===== src/hdl/chsd_pkg.sv =====
package chsd_pkg;

    typedef enum logic [1:0] {
        CMD_STREAM = 2'd0,
        CMD_EVENT  = 2'd1,
        CMD_CLEAR  = 2'd2,
        CMD_NONE   = 2'd3
    } cmd_t;

    typedef struct packed {
        cmd_t        cmd;
        logic [63:0] index;
        logic [63:0] seed;
    } job_t;

    localparam logic [63:0] SEED_RESET = 64'h0123_4567_89AB_CDEF;
    localparam logic [63:0] GOLDEN     = 64'h9E37_79B9_7F4A_7C15;
    localparam logic [63:0] MIX_C1     = 64'hBF58_476D_1CE4_E5B9;
    localparam logic [63:0] MIX_C2     = 64'h94D0_49BB_1331_11EB;
    localparam logic [63:0] FNV_BASIS  = 64'hCBF2_9CE4_8422_2325;
    // prime is 2^40 + 0x1b3
    localparam logic [63:0] FNV_PRIME_LO = 64'h0000_0000_0000_01B3;
    localparam int          FNV_PRIME_SH = 40;
    localparam logic [10:0] EXP_OFS      = 11'd970;
    localparam logic [5:0]  MANT_TOP     = 6'd52;

endpackage


===== src/hdl/chsd_req_if.sv =====
interface chsd_req_if;
    logic        valid;
    logic        ready;
    logic [1:0]  command;
    logic [63:0] index;

    modport source (output valid, output command, output index, input ready);
    modport sink (input valid, input command, input index, output ready);
endinterface


===== src/hdl/chsd_cfg_if.sv =====
interface chsd_cfg_if;
    logic        valid;
    logic        ready;
    logic [63:0] data;

    modport source (output valid, output data, input ready);
    modport sink (input valid, input data, output ready);
endinterface


===== src/hdl/chsd_rsp_if.sv =====
interface chsd_rsp_if;
    logic        valid;
    logic        ready;
    logic [63:0] hash_value;
    logic [30:0] hash_top_bits;
    logic [63:0] unit_double_bits;
    logic [3:0]  event_bin;
    logic [4:0]  event_group;
    logic [7:0]  event_item;
    logic [63:0] digest;

    modport source (output valid, output hash_value, output hash_top_bits,
                    output unit_double_bits, output event_bin, output event_group,
                    output event_item, output digest, input ready);
    modport sink (input valid, input hash_value, input hash_top_bits,
                  input unit_double_bits, input event_bin, input event_group,
                  input event_item, input digest, output ready);
endinterface


===== src/hdl/counter_hash_stream_digest.sv =====
// Counter-mode splitmix64 hash stream with a running FNV-1a 64 digest. Each
// transfer on req carries a command and an index and yields exactly one
// transfer on rsp, in order. Items are taken one at a time by the back end;
// a queue of QUEUE_DEPTH entries in front of it keeps req ready while an item
// is in work, and the result register lets the next item start while a result
// waits. A stream item runs two mix rounds on one shared 32x32 multiplier,
// a leading-one search for the double, and byte-serial digest folding of
// three words. An event item runs three hash passes and folds one packed
// word; clear and the unused command 3 go straight to the result. The seed
// written on cfg applies to items accepted on req afterwards.
module counter_hash_stream_digest #(
    parameter int QUEUE_DEPTH = 2
) (
    input  logic        clk,
    input  logic        rst_n,
    chsd_req_if.sink    req,
    chsd_cfg_if.sink    cfg,
    chsd_rsp_if.source  rsp
);

    chsd_pkg::job_t job;
    logic           job_valid;
    logic           job_ready;

    chsd_front #(
        .DEPTH (QUEUE_DEPTH)
    ) u_front (
        .clk       (clk),
        .rst_n     (rst_n),
        .req       (req),
        .cfg       (cfg),
        .job       (job),
        .job_valid (job_valid),
        .job_ready (job_ready)
    );

    chsd_back u_back (
        .clk       (clk),
        .rst_n     (rst_n),
        .job       (job),
        .job_valid (job_valid),
        .job_ready (job_ready),
        .rsp       (rsp)
    );

endmodule


===== src/hdl/chsd_front.sv =====
module chsd_front #(
    parameter int DEPTH = 2
) (
    input  logic             clk,
    input  logic             rst_n,
    chsd_req_if.sink         req,
    chsd_cfg_if.sink         cfg,
    output chsd_pkg::job_t   job,
    output logic             job_valid,
    input  logic             job_ready
);

    localparam int AW = (DEPTH > 1) ? $clog2(DEPTH) : 1;
    localparam int CW = $clog2(DEPTH + 1);

    chsd_pkg::job_t   q_mem_reg [DEPTH];
    logic [AW-1:0]    wr_ptr_reg;
    logic [AW-1:0]    rd_ptr_reg;
    logic [CW-1:0]    count_reg;
    logic [63:0]      seed_reg;
    logic             push;
    logic             pop;
    chsd_pkg::job_t   entry;

    function automatic logic [AW-1:0] ptr_inc(input logic [AW-1:0] p);
        if (p == AW'(DEPTH - 1))
        begin
            return '0;
        end
        return p + AW'(1);
    endfunction

    assign cfg.ready = 1'b1;
    assign req.ready = (count_reg != CW'(DEPTH));
    assign push      = req.valid && req.ready;
    assign job_valid = (count_reg != '0);
    assign pop       = job_valid && job_ready;
    assign job       = q_mem_reg[rd_ptr_reg];

    // classify the command and capture the seed in force at the transfer
    always_comb
    begin
        entry.cmd   = chsd_pkg::cmd_t'(req.command);
        entry.index = req.index;
        entry.seed  = seed_reg;
    end

    always_ff @(posedge clk or negedge rst_n)
    begin
        if (!rst_n)
        begin
            seed_reg   <= chsd_pkg::SEED_RESET;
            wr_ptr_reg <= '0;
            rd_ptr_reg <= '0;
            count_reg  <= '0;
        end
        else
        begin
            if (cfg.valid)
            begin
                seed_reg <= cfg.data;
            end
            if (push)
            begin
                wr_ptr_reg <= ptr_inc(wr_ptr_reg);
            end
            if (pop)
            begin
                rd_ptr_reg <= ptr_inc(rd_ptr_reg);
            end
            if (push && !pop)
            begin
                count_reg <= count_reg + CW'(1);
            end
            else if (pop && !push)
            begin
                count_reg <= count_reg - CW'(1);
            end
        end
    end

    always_ff @(posedge clk)
    begin
        if (push)
        begin
            q_mem_reg[wr_ptr_reg] <= entry;
        end
    end

endmodule


===== src/hdl/chsd_back.sv =====
module chsd_back (
    input  logic             clk,
    input  logic             rst_n,
    input  chsd_pkg::job_t   job,
    input  logic             job_valid,
    output logic             job_ready,
    chsd_rsp_if.source       rsp
);

    typedef enum logic [3:0] {
        ST_IDLE,
        ST_MIX_IN,
        ST_MUL0,
        ST_MUL1,
        ST_MUL2,
        ST_MIX_MID,
        ST_NORM,
        ST_FOLD,
        ST_DONE
    } state_t;

    state_t          state_reg;
    chsd_pkg::job_t  job_reg;
    logic [63:0]     z_reg;
    logic [63:0]     acc_reg;
    logic            round_reg;
    logic [1:0]      ev_sel_reg;
    logic [63:0]     h_reg;
    logic [63:0]     dbl_reg;
    logic [3:0]      bin_reg;
    logic [4:0]      grp_reg;
    logic [7:0]      itm_reg;
    logic [52:0]     mm_reg;
    logic [5:0]      p_reg;
    logic [1:0]      word_sel_reg;
    logic [2:0]      byte_cnt_reg;
    logic [63:0]     w_reg;
    logic [63:0]     digest_reg;
    logic            out_valid_reg;
    logic [63:0]     out_hash_reg;
    logic [30:0]     out_top_reg;
    logic [63:0]     out_dbl_reg;
    logic [3:0]      out_bin_reg;
    logic [4:0]      out_grp_reg;
    logic [7:0]      out_itm_reg;
    logic [63:0]     out_digest_reg;

    logic [63:0]     mix_src;
    logic [63:0]     mix_x;
    logic [63:0]     mul_b;
    logic [31:0]     mul_opa;
    logic [31:0]     mul_opb;
    logic [63:0]     prod;
    logic [63:0]     mix_res;
    logic [63:0]     fnv_t;
    logic [63:0]     digest_next;

    assign job_ready = (state_reg == ST_IDLE);

    always_comb
    begin
        if (job_reg.cmd == chsd_pkg::CMD_STREAM)
        begin
            mix_src = job_reg.seed + job_reg.index;
        end
        else
        begin
            mix_src = job_reg.seed ^ ({job_reg.index[61:0], 2'b00} + {62'd0, ev_sel_reg});
        end
        mix_x = mix_src + chsd_pkg::GOLDEN;
    end

    // one 32x32 multiplier; the 64-bit low product takes three passes
    assign mul_b = round_reg ? chsd_pkg::MIX_C2 : chsd_pkg::MIX_C1;

    always_comb
    begin
        case (state_reg)
            ST_MUL1:
            begin
                mul_opa = z_reg[63:32];
                mul_opb = mul_b[31:0];
            end
            ST_MUL2:
            begin
                mul_opa = z_reg[31:0];
                mul_opb = mul_b[63:32];
            end
            default:
            begin
                mul_opa = z_reg[31:0];
                mul_opb = mul_b[31:0];
            end
        endcase
        prod = 64'(mul_opa) * 64'(mul_opb);
    end

    assign mix_res = acc_reg ^ (acc_reg >> 31);

    // one fnv-1a byte step, times prime as shift plus small constant
    assign fnv_t       = digest_reg ^ {56'd0, w_reg[7:0]};
    assign digest_next = (fnv_t * chsd_pkg::FNV_PRIME_LO) + (fnv_t << chsd_pkg::FNV_PRIME_SH);

    assign rsp.valid            = out_valid_reg;
    assign rsp.hash_value       = out_hash_reg;
    assign rsp.hash_top_bits    = out_top_reg;
    assign rsp.unit_double_bits = out_dbl_reg;
    assign rsp.event_bin        = out_bin_reg;
    assign rsp.event_group      = out_grp_reg;
    assign rsp.event_item       = out_itm_reg;
    assign rsp.digest           = out_digest_reg;

    always_ff @(posedge clk or negedge rst_n)
    begin
        if (!rst_n)
        begin
            state_reg      <= ST_IDLE;
            digest_reg     <= chsd_pkg::FNV_BASIS;
            out_valid_reg  <= 1'b0;
            job_reg        <= '0;
            z_reg          <= '0;
            acc_reg        <= '0;
            round_reg      <= 1'b0;
            ev_sel_reg     <= '0;
            h_reg          <= '0;
            dbl_reg        <= '0;
            bin_reg        <= '0;
            grp_reg        <= '0;
            itm_reg        <= '0;
            mm_reg         <= '0;
            p_reg          <= '0;
            word_sel_reg   <= '0;
            byte_cnt_reg   <= '0;
            w_reg          <= '0;
            out_hash_reg   <= '0;
            out_top_reg    <= '0;
            out_dbl_reg    <= '0;
            out_bin_reg    <= '0;
            out_grp_reg    <= '0;
            out_itm_reg    <= '0;
            out_digest_reg <= '0;
        end
        else
        begin
            if (out_valid_reg && rsp.ready)
            begin
                out_valid_reg <= 1'b0;
            end
            case (state_reg)
                ST_IDLE:
                begin
                    if (job_valid)
                    begin
                        job_reg    <= job;
                        ev_sel_reg <= '0;
                        h_reg      <= '0;
                        dbl_reg    <= '0;
                        bin_reg    <= '0;
                        grp_reg    <= '0;
                        itm_reg    <= '0;
                        case (job.cmd)
                            chsd_pkg::CMD_STREAM, chsd_pkg::CMD_EVENT:
                            begin
                                state_reg <= ST_MIX_IN;
                            end
                            chsd_pkg::CMD_CLEAR:
                            begin
                                digest_reg <= chsd_pkg::FNV_BASIS;
                                state_reg  <= ST_DONE;
                            end
                            default:
                            begin
                                state_reg <= ST_DONE;
                            end
                        endcase
                    end
                end
                ST_MIX_IN:
                begin
                    z_reg     <= mix_x ^ (mix_x >> 30);
                    round_reg <= 1'b0;
                    state_reg <= ST_MUL0;
                end
                ST_MUL0:
                begin
                    acc_reg   <= prod;
                    state_reg <= ST_MUL1;
                end
                ST_MUL1:
                begin
                    acc_reg   <= acc_reg + {prod[31:0], 32'd0};
                    state_reg <= ST_MUL2;
                end
                ST_MUL2:
                begin
                    acc_reg   <= acc_reg + {prod[31:0], 32'd0};
                    state_reg <= ST_MIX_MID;
                end
                ST_MIX_MID:
                begin
                    if (!round_reg)
                    begin
                        z_reg     <= acc_reg ^ (acc_reg >> 27);
                        round_reg <= 1'b1;
                        state_reg <= ST_MUL0;
                    end
                    else if (job_reg.cmd == chsd_pkg::CMD_STREAM)
                    begin
                        h_reg     <= mix_res;
                        mm_reg    <= mix_res[63:11];
                        p_reg     <= chsd_pkg::MANT_TOP;
                        state_reg <= ST_NORM;
                    end
                    else
                    begin
                        case (ev_sel_reg)
                            2'd0:
                            begin
                                bin_reg    <= mix_res[36:33];
                                ev_sel_reg <= 2'd1;
                                state_reg  <= ST_MIX_IN;
                            end
                            2'd1:
                            begin
                                grp_reg    <= mix_res[37:33];
                                ev_sel_reg <= 2'd2;
                                state_reg  <= ST_MIX_IN;
                            end
                            default:
                            begin
                                // packed word: item at 31:24, group at 12:8, bin at 3:0
                                itm_reg      <= mix_res[40:33];
                                w_reg        <= {32'd0, mix_res[40:33], 11'd0, grp_reg,
                                                 4'd0, bin_reg};
                                word_sel_reg <= 2'd2;
                                byte_cnt_reg <= '0;
                                state_reg    <= ST_FOLD;
                            end
                        endcase
                    end
                end
                ST_NORM:
                begin
                    if (mm_reg == '0 || mm_reg[52])
                    begin
                        if (mm_reg != '0)
                        begin
                            dbl_reg <= {1'b0, 11'(p_reg) + chsd_pkg::EXP_OFS, mm_reg[51:0]};
                        end
                        w_reg        <= h_reg;
                        word_sel_reg <= 2'd0;
                        byte_cnt_reg <= '0;
                        state_reg    <= ST_FOLD;
                    end
                    else if (mm_reg[52:45] == '0)
                    begin
                        mm_reg <= {mm_reg[44:0], 8'd0};
                        p_reg  <= p_reg - 6'd8;
                    end
                    else
                    begin
                        mm_reg <= {mm_reg[51:0], 1'b0};
                        p_reg  <= p_reg - 6'd1;
                    end
                end
                ST_FOLD:
                begin
                    digest_reg   <= digest_next;
                    w_reg        <= w_reg >> 8;
                    byte_cnt_reg <= byte_cnt_reg + 3'd1;
                    if (byte_cnt_reg == 3'd7)
                    begin
                        case (word_sel_reg)
                            2'd0:
                            begin
                                w_reg        <= {33'd0, h_reg[63:33]};
                                word_sel_reg <= 2'd1;
                            end
                            2'd1:
                            begin
                                w_reg        <= dbl_reg;
                                word_sel_reg <= 2'd2;
                            end
                            default:
                            begin
                                state_reg <= ST_DONE;
                            end
                        endcase
                    end
                end
                ST_DONE:
                begin
                    if (!out_valid_reg || rsp.ready)
                    begin
                        out_valid_reg  <= 1'b1;
                        out_hash_reg   <= h_reg;
                        out_top_reg    <= h_reg[63:33];
                        out_dbl_reg    <= dbl_reg;
                        out_bin_reg    <= bin_reg;
                        out_grp_reg    <= grp_reg;
                        out_itm_reg    <= itm_reg;
                        out_digest_reg <= digest_reg;
                        state_reg      <= ST_IDLE;
                    end
                end
                default:
                begin
                    state_reg <= ST_IDLE;
                end
            endcase
        end
    end

endmodule


===== src/flat_wrapper.sv =====
// flat-port wrapper written by rule: the top's interface ports become plain ports
module counter_hash_stream_digest_flat 
#(
    parameter int QUEUE_DEPTH = 2
)
  (clk, rst_n, req_valid, req_command, req_index, req_ready, cfg_valid, cfg_data, cfg_ready, rsp_valid, rsp_hash_value, rsp_hash_top_bits, rsp_unit_double_bits, rsp_event_bin, rsp_event_group, rsp_event_item, rsp_digest, rsp_ready);
  chsd_req_if req_i ();
  chsd_cfg_if cfg_i ();
  chsd_rsp_if rsp_i ();
  input  logic clk;
  input  logic rst_n;
  input wire logic [$bits(req_i.valid)-1:0] req_valid;
  input wire logic [$bits(req_i.command)-1:0] req_command;
  input wire logic [$bits(req_i.index)-1:0] req_index;
  output wire logic [$bits(req_i.ready)-1:0] req_ready;
  input wire logic [$bits(cfg_i.valid)-1:0] cfg_valid;
  input wire logic [$bits(cfg_i.data)-1:0] cfg_data;
  output wire logic [$bits(cfg_i.ready)-1:0] cfg_ready;
  output wire logic [$bits(rsp_i.valid)-1:0] rsp_valid;
  output wire logic [$bits(rsp_i.hash_value)-1:0] rsp_hash_value;
  output wire logic [$bits(rsp_i.hash_top_bits)-1:0] rsp_hash_top_bits;
  output wire logic [$bits(rsp_i.unit_double_bits)-1:0] rsp_unit_double_bits;
  output wire logic [$bits(rsp_i.event_bin)-1:0] rsp_event_bin;
  output wire logic [$bits(rsp_i.event_group)-1:0] rsp_event_group;
  output wire logic [$bits(rsp_i.event_item)-1:0] rsp_event_item;
  output wire logic [$bits(rsp_i.digest)-1:0] rsp_digest;
  input wire logic [$bits(rsp_i.ready)-1:0] rsp_ready;
  assign req_i.valid = req_valid;
  assign req_i.command = req_command;
  assign req_i.index = req_index;
  assign req_ready = req_i.ready;
  assign cfg_i.valid = cfg_valid;
  assign cfg_i.data = cfg_data;
  assign cfg_ready = cfg_i.ready;
  assign rsp_valid = rsp_i.valid;
  assign rsp_hash_value = rsp_i.hash_value;
  assign rsp_hash_top_bits = rsp_i.hash_top_bits;
  assign rsp_unit_double_bits = rsp_i.unit_double_bits;
  assign rsp_event_bin = rsp_i.event_bin;
  assign rsp_event_group = rsp_i.event_group;
  assign rsp_event_item = rsp_i.event_item;
  assign rsp_digest = rsp_i.digest;
  assign rsp_i.ready = rsp_ready;
  counter_hash_stream_digest #(.QUEUE_DEPTH(QUEUE_DEPTH)) u_core (.clk(clk), .rst_n(rst_n), .req(req_i), .cfg(cfg_i), .rsp(rsp_i));
endmodule

===== config.mk =====
export PLATFORM = sky130hd
export DESIGN_NAME = counter_hash_stream_digest_flat
export DESIGN_NICKNAME = d
export VERILOG_FILES = /design/src/hdl/chsd_pkg.sv /design/src/hdl/chsd_req_if.sv /design/src/hdl/chsd_cfg_if.sv /design/src/hdl/chsd_rsp_if.sv /design/src/hdl/counter_hash_stream_digest.sv /design/src/hdl/chsd_front.sv /design/src/hdl/chsd_back.sv /design/src/flat_wrapper.sv
export SDC_FILE = /design/constraint.sdc
export NUM_CORES = 2
export LEC_CHECK = 0
export BUFFER_PORTS_ARGS = -buffer_cell sky130_fd_sc_hd__buf_4
export CORE_AREA = 2 2 793 479
export CTS_BUF_LIST = sky130_fd_sc_hd__clkbuf_8
export CTS_CLUSTER_SIZE = 20
export DETAILED_ROUTE_END_ITERATION = 12
export DIE_AREA = 0 0 795 481
export GPL_ROUTABILITY_DRIVEN = 0
export PLACE_DENSITY_LB_ADDON = 0.25
export SLEW_MARGIN = 20
export SYNTH_ARGS = -nofsm -noshare
export SYNTH_HDL_FRONTEND = slang
export SYNTH_SLANG_ARGS = --single-unit

===== constraint.sdc =====
create_clock -name clk -period 12 [get_ports clk]
set_input_delay 0 -clock clk [delete_from_list [all_inputs] [get_ports clk]]
set_output_delay 0 -clock clk [all_outputs]
set_load 0.02 [all_outputs]

== Word level (Yosys, flattened, before mapping) ==
Memories as Yosys holds them, arrays and structs flattened.
Cells that the tools add are included.

* Flip-flop bits (word level): 911
* RAM bits: 260
* Bits of input ports: 135
* Output and inout bits: 243
* Logic and storage cells: 220
* Memories kept: 1

{| class="wikitable"
|+ Memory list
! memory !! depth !! bits a word !! read ports !! clocked after memory_dff !! wr ports !! RTL line !! source
|-
| u_core.u_front.q_mem_reg || 2 || 130 || 1 || 0 || 1 || chsd_front.sv:16 || <nowiki>chsd_pkg::job_t q_mem_reg [DEPTH];</nowiki>
|}

* Add/subtract/negate cells: 13
* $mul: 2
* Equal/unequal tests: 31
* Muxes and demuxes: 92
* Bitwise gates (word level): 5
* Reductions and logical operators: 45

{| class="wikitable"
|+ Operators with widths
! operator !! number
|-
| 2-to-1 mux 64 bit || 14
|-
| case mux 64 bit (2 select lines) || 6
|-
| 2-to-1 mux 53 bit || 4
|-
| adder 64 bit || 3
|-
| case mux 64 bit (3 select lines) || 1
|-
| case mux 53 bit (2 select lines) || 1
|-
| adder 64 x 2 -> 64 bit || 1
|-
| adder 64 bit, second input constant || 1
|-
| multiplier 32 x 32 -> 64 bit || 1
|-
| multiplier 64 x 9 -> 64 bit, second input constant || 1
|-
| 2-to-1 mux 32 bit || 2
|-
| bitwise XOR 64 x 33 -> 64 bit || 1
|-
| bitwise XOR 64 x 34 -> 64 bit || 1
|-
| bitwise XOR 64 x 37 -> 64 bit || 1
|-
| bitwise XOR 64 bit || 1
|-
| bitwise XOR 64 x 8 -> 64 bit || 1
|-
| 2-to-1 mux 62 bit || 1
|-
| logical NOT 53 bit || 1
|-
| nonzero test 53 bit || 1
|-
| 2-to-1 mux 4 bit || 10
|-
| case mux 4 bit (9 select lines) || 1
|-
| 2-to-1 mux 8 bit || 4
|-
| inequality test 2 bit, second input constant || 16
|-
| AND reduction 5 bit || 6
|-
| other kinds (41) || 108
|}

== Longest topological paths before layout ==
* Word-level depth: 6
* Mapped depth: 48
* Gate-level depth less buffers: 45

== By module ==
A second synthesis with hierarchy kept.

* Cell total of the unflattened synthesis: 9246
* Area total of the unflattened synthesis: 94868.5 um^2

{| class="wikitable"
|+ By module, submodules not included
! module !! instances !! cells an instance !! area each (um^2) !! seq. area each (um^2)
|-
| chsd_back || 1 || 8686 || 82494.1 || 20304.5
|-
| chsd_front || 1 || 560 || 12374.4 || 9549.2
|}

== Worst setup path before layout ==
OpenSTA, ideal clock, no wires.

* Kind: register to register
* From: register u_core.u_back.state_reg[2]
* To: register u_core.u_back.acc_reg[63]
* Library setup time: 0.094 ns
* Arrival time: 10.410 ns
* Data required time: 11.906 ns
* Setup slack: 1.496 ns
* Cell stages (with the launch flop): 44
* Path buffers: 5
* Period minus slack after synthesis: 10.504 ns
* Path through: dfrtp_1 > clkbuf_1 > nor2_1 > and3_1 > clkbuf_1 > clkbuf_1 > buf_1 > mux2i_1 > clkbuf_1 > inv_1 > nand2_1 > fa_1 > inv_1 > fa_1 > inv_1 > fa_1 > fa_1 > inv_1 > [... 8 more ...] > o32a_1 > a21boi_0 > o21bai_1 > a21oi_1 > nor2b_1 > o21a_1 > o41a_1 > a21o_1 > a21oi_1 > xnor2_1 > ha_1 > nand2_1 > nand2b_1 > a21o_1 > a21oi_1 > o21ai_0 > xnor2_1 > a211oi_1

* Word-level cells in the longest chain between the ends: 5
* Elaborated cells between the ends (all ways): 10
* Those cells by class: add/sub (1); mul (1); eq/ne (3); mux (3); reduce/logical (2)

{| class="wikitable"
|+ RTL lines
! what !! RTL line !! source
|-
| from (decl) || chsd_back.sv:22 || <nowiki>state_t state_reg;</nowiki>
|-
| from (signal assigned) || chsd_back.sv:117 || <nowiki>state_reg <= ST_IDLE;</nowiki>
|-
| from (signal assigned) || chsd_back.sv:164 || <nowiki>state_reg <= ST_MIX_IN;</nowiki>
|-
| from (signal assigned) || chsd_back.sv:169 || <nowiki>state_reg <= ST_DONE;</nowiki>
|-
| equality test 4 x 2 -> 1 bit or equality test 4 x 3 -> 1 bit (tied branches) || chsd_back.sv:78, chsd_back.sv:149 ||
|-
| 2-to-1 mux 32 bit || chsd_back.sv:78 || <nowiki>case (state_reg)</nowiki>
|-
| multiplier 32 x 32 -> 64 bit || chsd_back.sv:95 || <nowiki>prod = 64'(mul_opa) * 64'(mul_opb);</nowiki>
|-
| adder 64 bit || chsd_back.sv:191, chsd_back.sv:196 ||
|-
| case mux 64 bit (2 select lines) || chsd_back.sv:149 || <nowiki>case (state_reg)</nowiki>
|-
| to (signal assigned) || chsd_back.sv:186 || <nowiki>acc_reg <= prod;</nowiki>
|-
| to (signal assigned) || chsd_back.sv:191 || <nowiki>acc_reg <= acc_reg + {prod[31:0], 32'd0};</nowiki>
|-
| to (signal assigned) || chsd_back.sv:196 || <nowiki>acc_reg <= acc_reg + {prod[31:0], 32'd0};</nowiki>
|-
| to (decl) || chsd_back.sv:25 || <nowiki>logic [63:0] acc_reg;</nowiki>
|}

Several ways; a longest one is shown, not always the timed one.
A chain may end at the register's enable or synchronous reset.

== Worst setup path after layout ==
* From: register u_core.u_back.state_reg[2]
* To: register u_core.u_back.acc_reg[57]

The elaborated chain is that of the path after synthesis.

==> metrics.md <==
| Metric | Value |
|---|---|
| CTS clock-pin slew for the worst setup and hold paths | `70 ps` |
| Post-CTS Resized | `0` |
| Fin crit share | `92.28%` |
| Ys Warns | `0` |
| Total Wirelength | `363,700 µm` |
| Die Y | `481 µm` |
| Hold path cells | `2` |
| Register area share after synthesis | `31.89%` |
| Root buf cell | `clkbuf_8` |
| Setup TNS | `0 ps` |
| Clock Latency Late Sink | `990 ps` |
| DP Wirelength | `298,200 µm` |
| Fillers | `39,450` |
| Hold wc startpoint | `req_index[55]` |
| WHS Endpoint | `u_core.u_front.q_mem_reg[1][119]` |
| Total CTS buffers | `178` |
| CP Launch Type | `register` |
| Worst min-delay path category | `in2reg` |
| Yosys top cell by area | `fa_1` |
| Final Hold Fails | `0` |
| FF/Latch Area | `29,860 µm²` |
| Min Clock Period, post-route | `11,070 ps` |
| Via density | `4.787` |
| P&R area growth vs syn | `17.02%` |
| Clk_skew | `110.4 ps` |
| Reg2Reg Launch Point | `u_core.u_back.state_reg[2]` |
| RSZ-0062 raised after global routing | `no` |
| Final slew viol count | `0` |
| Multi-input combinational cell area | `57,310 µm²` |
| Synth Register Bits | `1,138` |
| Final nets | `11,520` |
| Top Ports | `378` |
| Clock Tree Buf Depth | `4` |
| First-pass GRT wire length | `523,000 µm` |
| R2R setup slack | `930 ps` |
| Row Count | `175` |
| Most frequent CP cell | `fa_1` |
| Syn nets | `10,860` |
| Antenna viol nets, final | `0` |
| R2r endpoint | `u_core.u_back.acc_reg[57]` |
| Yosys top cell area share | `22.93%` |
| Fmax | `90.30 MHz` |
| GRT overflow | `0` |
| Avg Cell Area, Syn | `10.35 µm²` |
| Tot GR Track Use | `18.66%` |
| PortBufs | `375` |
| CTS tree | `yes` |
| DR vias | `71,210` |
| Worst-Margin Slew | `1287 ps` |
| Post-Synthesis Cells | `9,041` |
| Die ar. | `382,400 µm²` |
| Ys async rst share | `77.15%` |
| H-tree level count | `4` |
| WL/cell | `24.45 µm` |
| Worst path required time | `12,800 ps` |
| Critical path class | `reg2reg` |
| Max-cap violation count | `0` |
| Antenna violations before repair | `20` |
| CTS Sinks | `1,138` |
| Status | `complete, no violations` |
| Slowest stage delay, CP | `690 ps` |
| Postcts setup bufs | `0` |
| Relative slew slack | `14.17%` |
| Share of layout cells above drive strength 1 | `13.31%` |
| Residual DRC count | `0` |
| Die X | `795 µm` |
| Iter 0 DRT Violations | `7,799` |
| Worst reg2reg path depth | `34` |
| Predominant post-synthesis flop cell | `dfrtp_1` |
| Hold Buf Count CTS | `322` |
| Vias in the first global route | `70,980` |
| # setup viols final | `0` |
| Max reg flops | `260` |
| Worst path arrival time | `11,880 ps` |
| EDFF count, synth | `260` |
| Pre-antenna DRT Iters | `8` |
| Top cells by area, synth | `fa_1 23%, dfrtp_1 22%, edfxtp_1 8.3%, ha_1 8.2%, inv_1 5.2%` |
| Library cells used by synthesis | `108` |
| Core region area | `376,200 µm²` |
| Worst Setup End Kind | `register` |
| Mapped Area | `93,610 µm²` |
| Largest net degree at the start of global routing | `156` |
| Worst Path Max Fanout | `21` |
| Initial Utilization | `24.88%` |
| CP max stage cell | `nor2b_1` |
Yosys cell counts (42+ instances only):
cell type / count
dfstp_2: 60
nand2b_1: 67
nand2_1: 911
fa_1: 1072
nor2b_1: 98
mux2i_1: 200
buf_1: 46
xnor2_1: 268
o21ai_0: 540
mux2_2: 300
nand3_1: 90
clkbuf_1: 318
xor2_1: 146
inv_1: 1301
dfrtp_1: 818
nor2_1: 457
edfxtp_1: 260
o21a_1: 42
ha_1: 614
or2_2: 54
nor3_1: 82
o31ai_1: 61
and2_1: 54
a21oi_1: 413
a21o_1: 138
worst max-delay path: cells and delay by family, from the launching register on:
| kind | cells | cell delay (ps) |
|---|---|---|
| compound gates | 12 | 2410 |
| fa+ha+maj | 10 | 4970 |
| flops | 1 | 580 |
| xor+xnor | 1 | 420 |
| simple gates | 4 | 1500 |
| buf+inv | 7 | 1060 |
cell families after synthesis:
group	Yosys count	synth area share (%)
multiplexers	500	5.748
AO/OA/AOI/OAI	1590	10.64
adder cells (fa/ha/maj)	1686	31.13
AND/OR/NAND/NOR	1985	9.527
flip-flops	1138	31.89
buffers and inverters	1722	7.081
XOR/XNOR	418	3.970
other	2	0.008023
how the worst max path moves through the flow:
stage / start / end / depth (start not counted)
final: u_core.u_back.state_reg[2] / u_core.u_back.acc_reg[57] / 34
after global routing: u_core.u_back.state_reg[2] / u_core.u_back.acc_reg[63] / 35
after CTS: u_core.u_back.state_reg[2] / u_core.u_back.acc_reg[57] / 34
after detailed placement: u_core.u_back.state_reg[2] / u_core.u_back.acc_reg[57] / 34
after global placement: u_core.u_back.state_reg[2] / u_core.u_back.acc_reg[63] / 40
after floorplan: u_core.u_back.state_reg[2] / u_core.u_back.acc_reg[63] / 43
cell type report:
type,count,area share (%)
Tap cell,5044,5.761
Clock inverter,92,0.4843
Antenna cell,6,0.01371
Sequential cell,1138,27.26
Clock buffer,214,2.689
Timing Repair Buffer,899,7.004
Multi-Input combinational cell,6181,52.32
Inverter,1304,4.475
placed cells by master, fill, tap and decap left out, drive strengths merged, types with 200 or more instances in the layout:
cell type    netlist  routed
clkbuf           318     214
buf              100     576
mux2i            200     200
xnor2            268     268
nor2             457     457
a21oi            419     419
ha               614     614
dfrtp            818     818
edfxtp           260     260
inv             1302    1358
nand2            911     911
dlygate4sd3        0     323
fa              1072    1072
o21ai            557     557
mux2             300     300
metrics by stage:
step                      worst slack, ps  std cells  hold WS [ps]  instance area (µm²)  util [%]
final                               926.0      14880         53.52               109500     29.12
after global placement               1066      14240         16.79               102800     27.32
after detailed placement             1058      14240         26.84               102800     27.32
after global routing                346.5      14870        -3.201               109500     29.12
after floorplan                      1496       9041        -295.6                93610         -
after CTS                            1010      14870         1.921               109500     29.10
layer usage:
metal,part of all wire (%),GRT usage (%),vias to the layer above,wire (µm)
li1,-,-,31120,-
met5,0.022,0,-,80
met2,37,23.59,3315,133200
met4,1.2,2.167,10,4484
met3,12,6.911,334,44340
met1,50,29.95,36430,181600
Power is left out: the tool's default activity adds up to more than one toggle a clock period on the data nets, which glitch-free logic cannot reach.
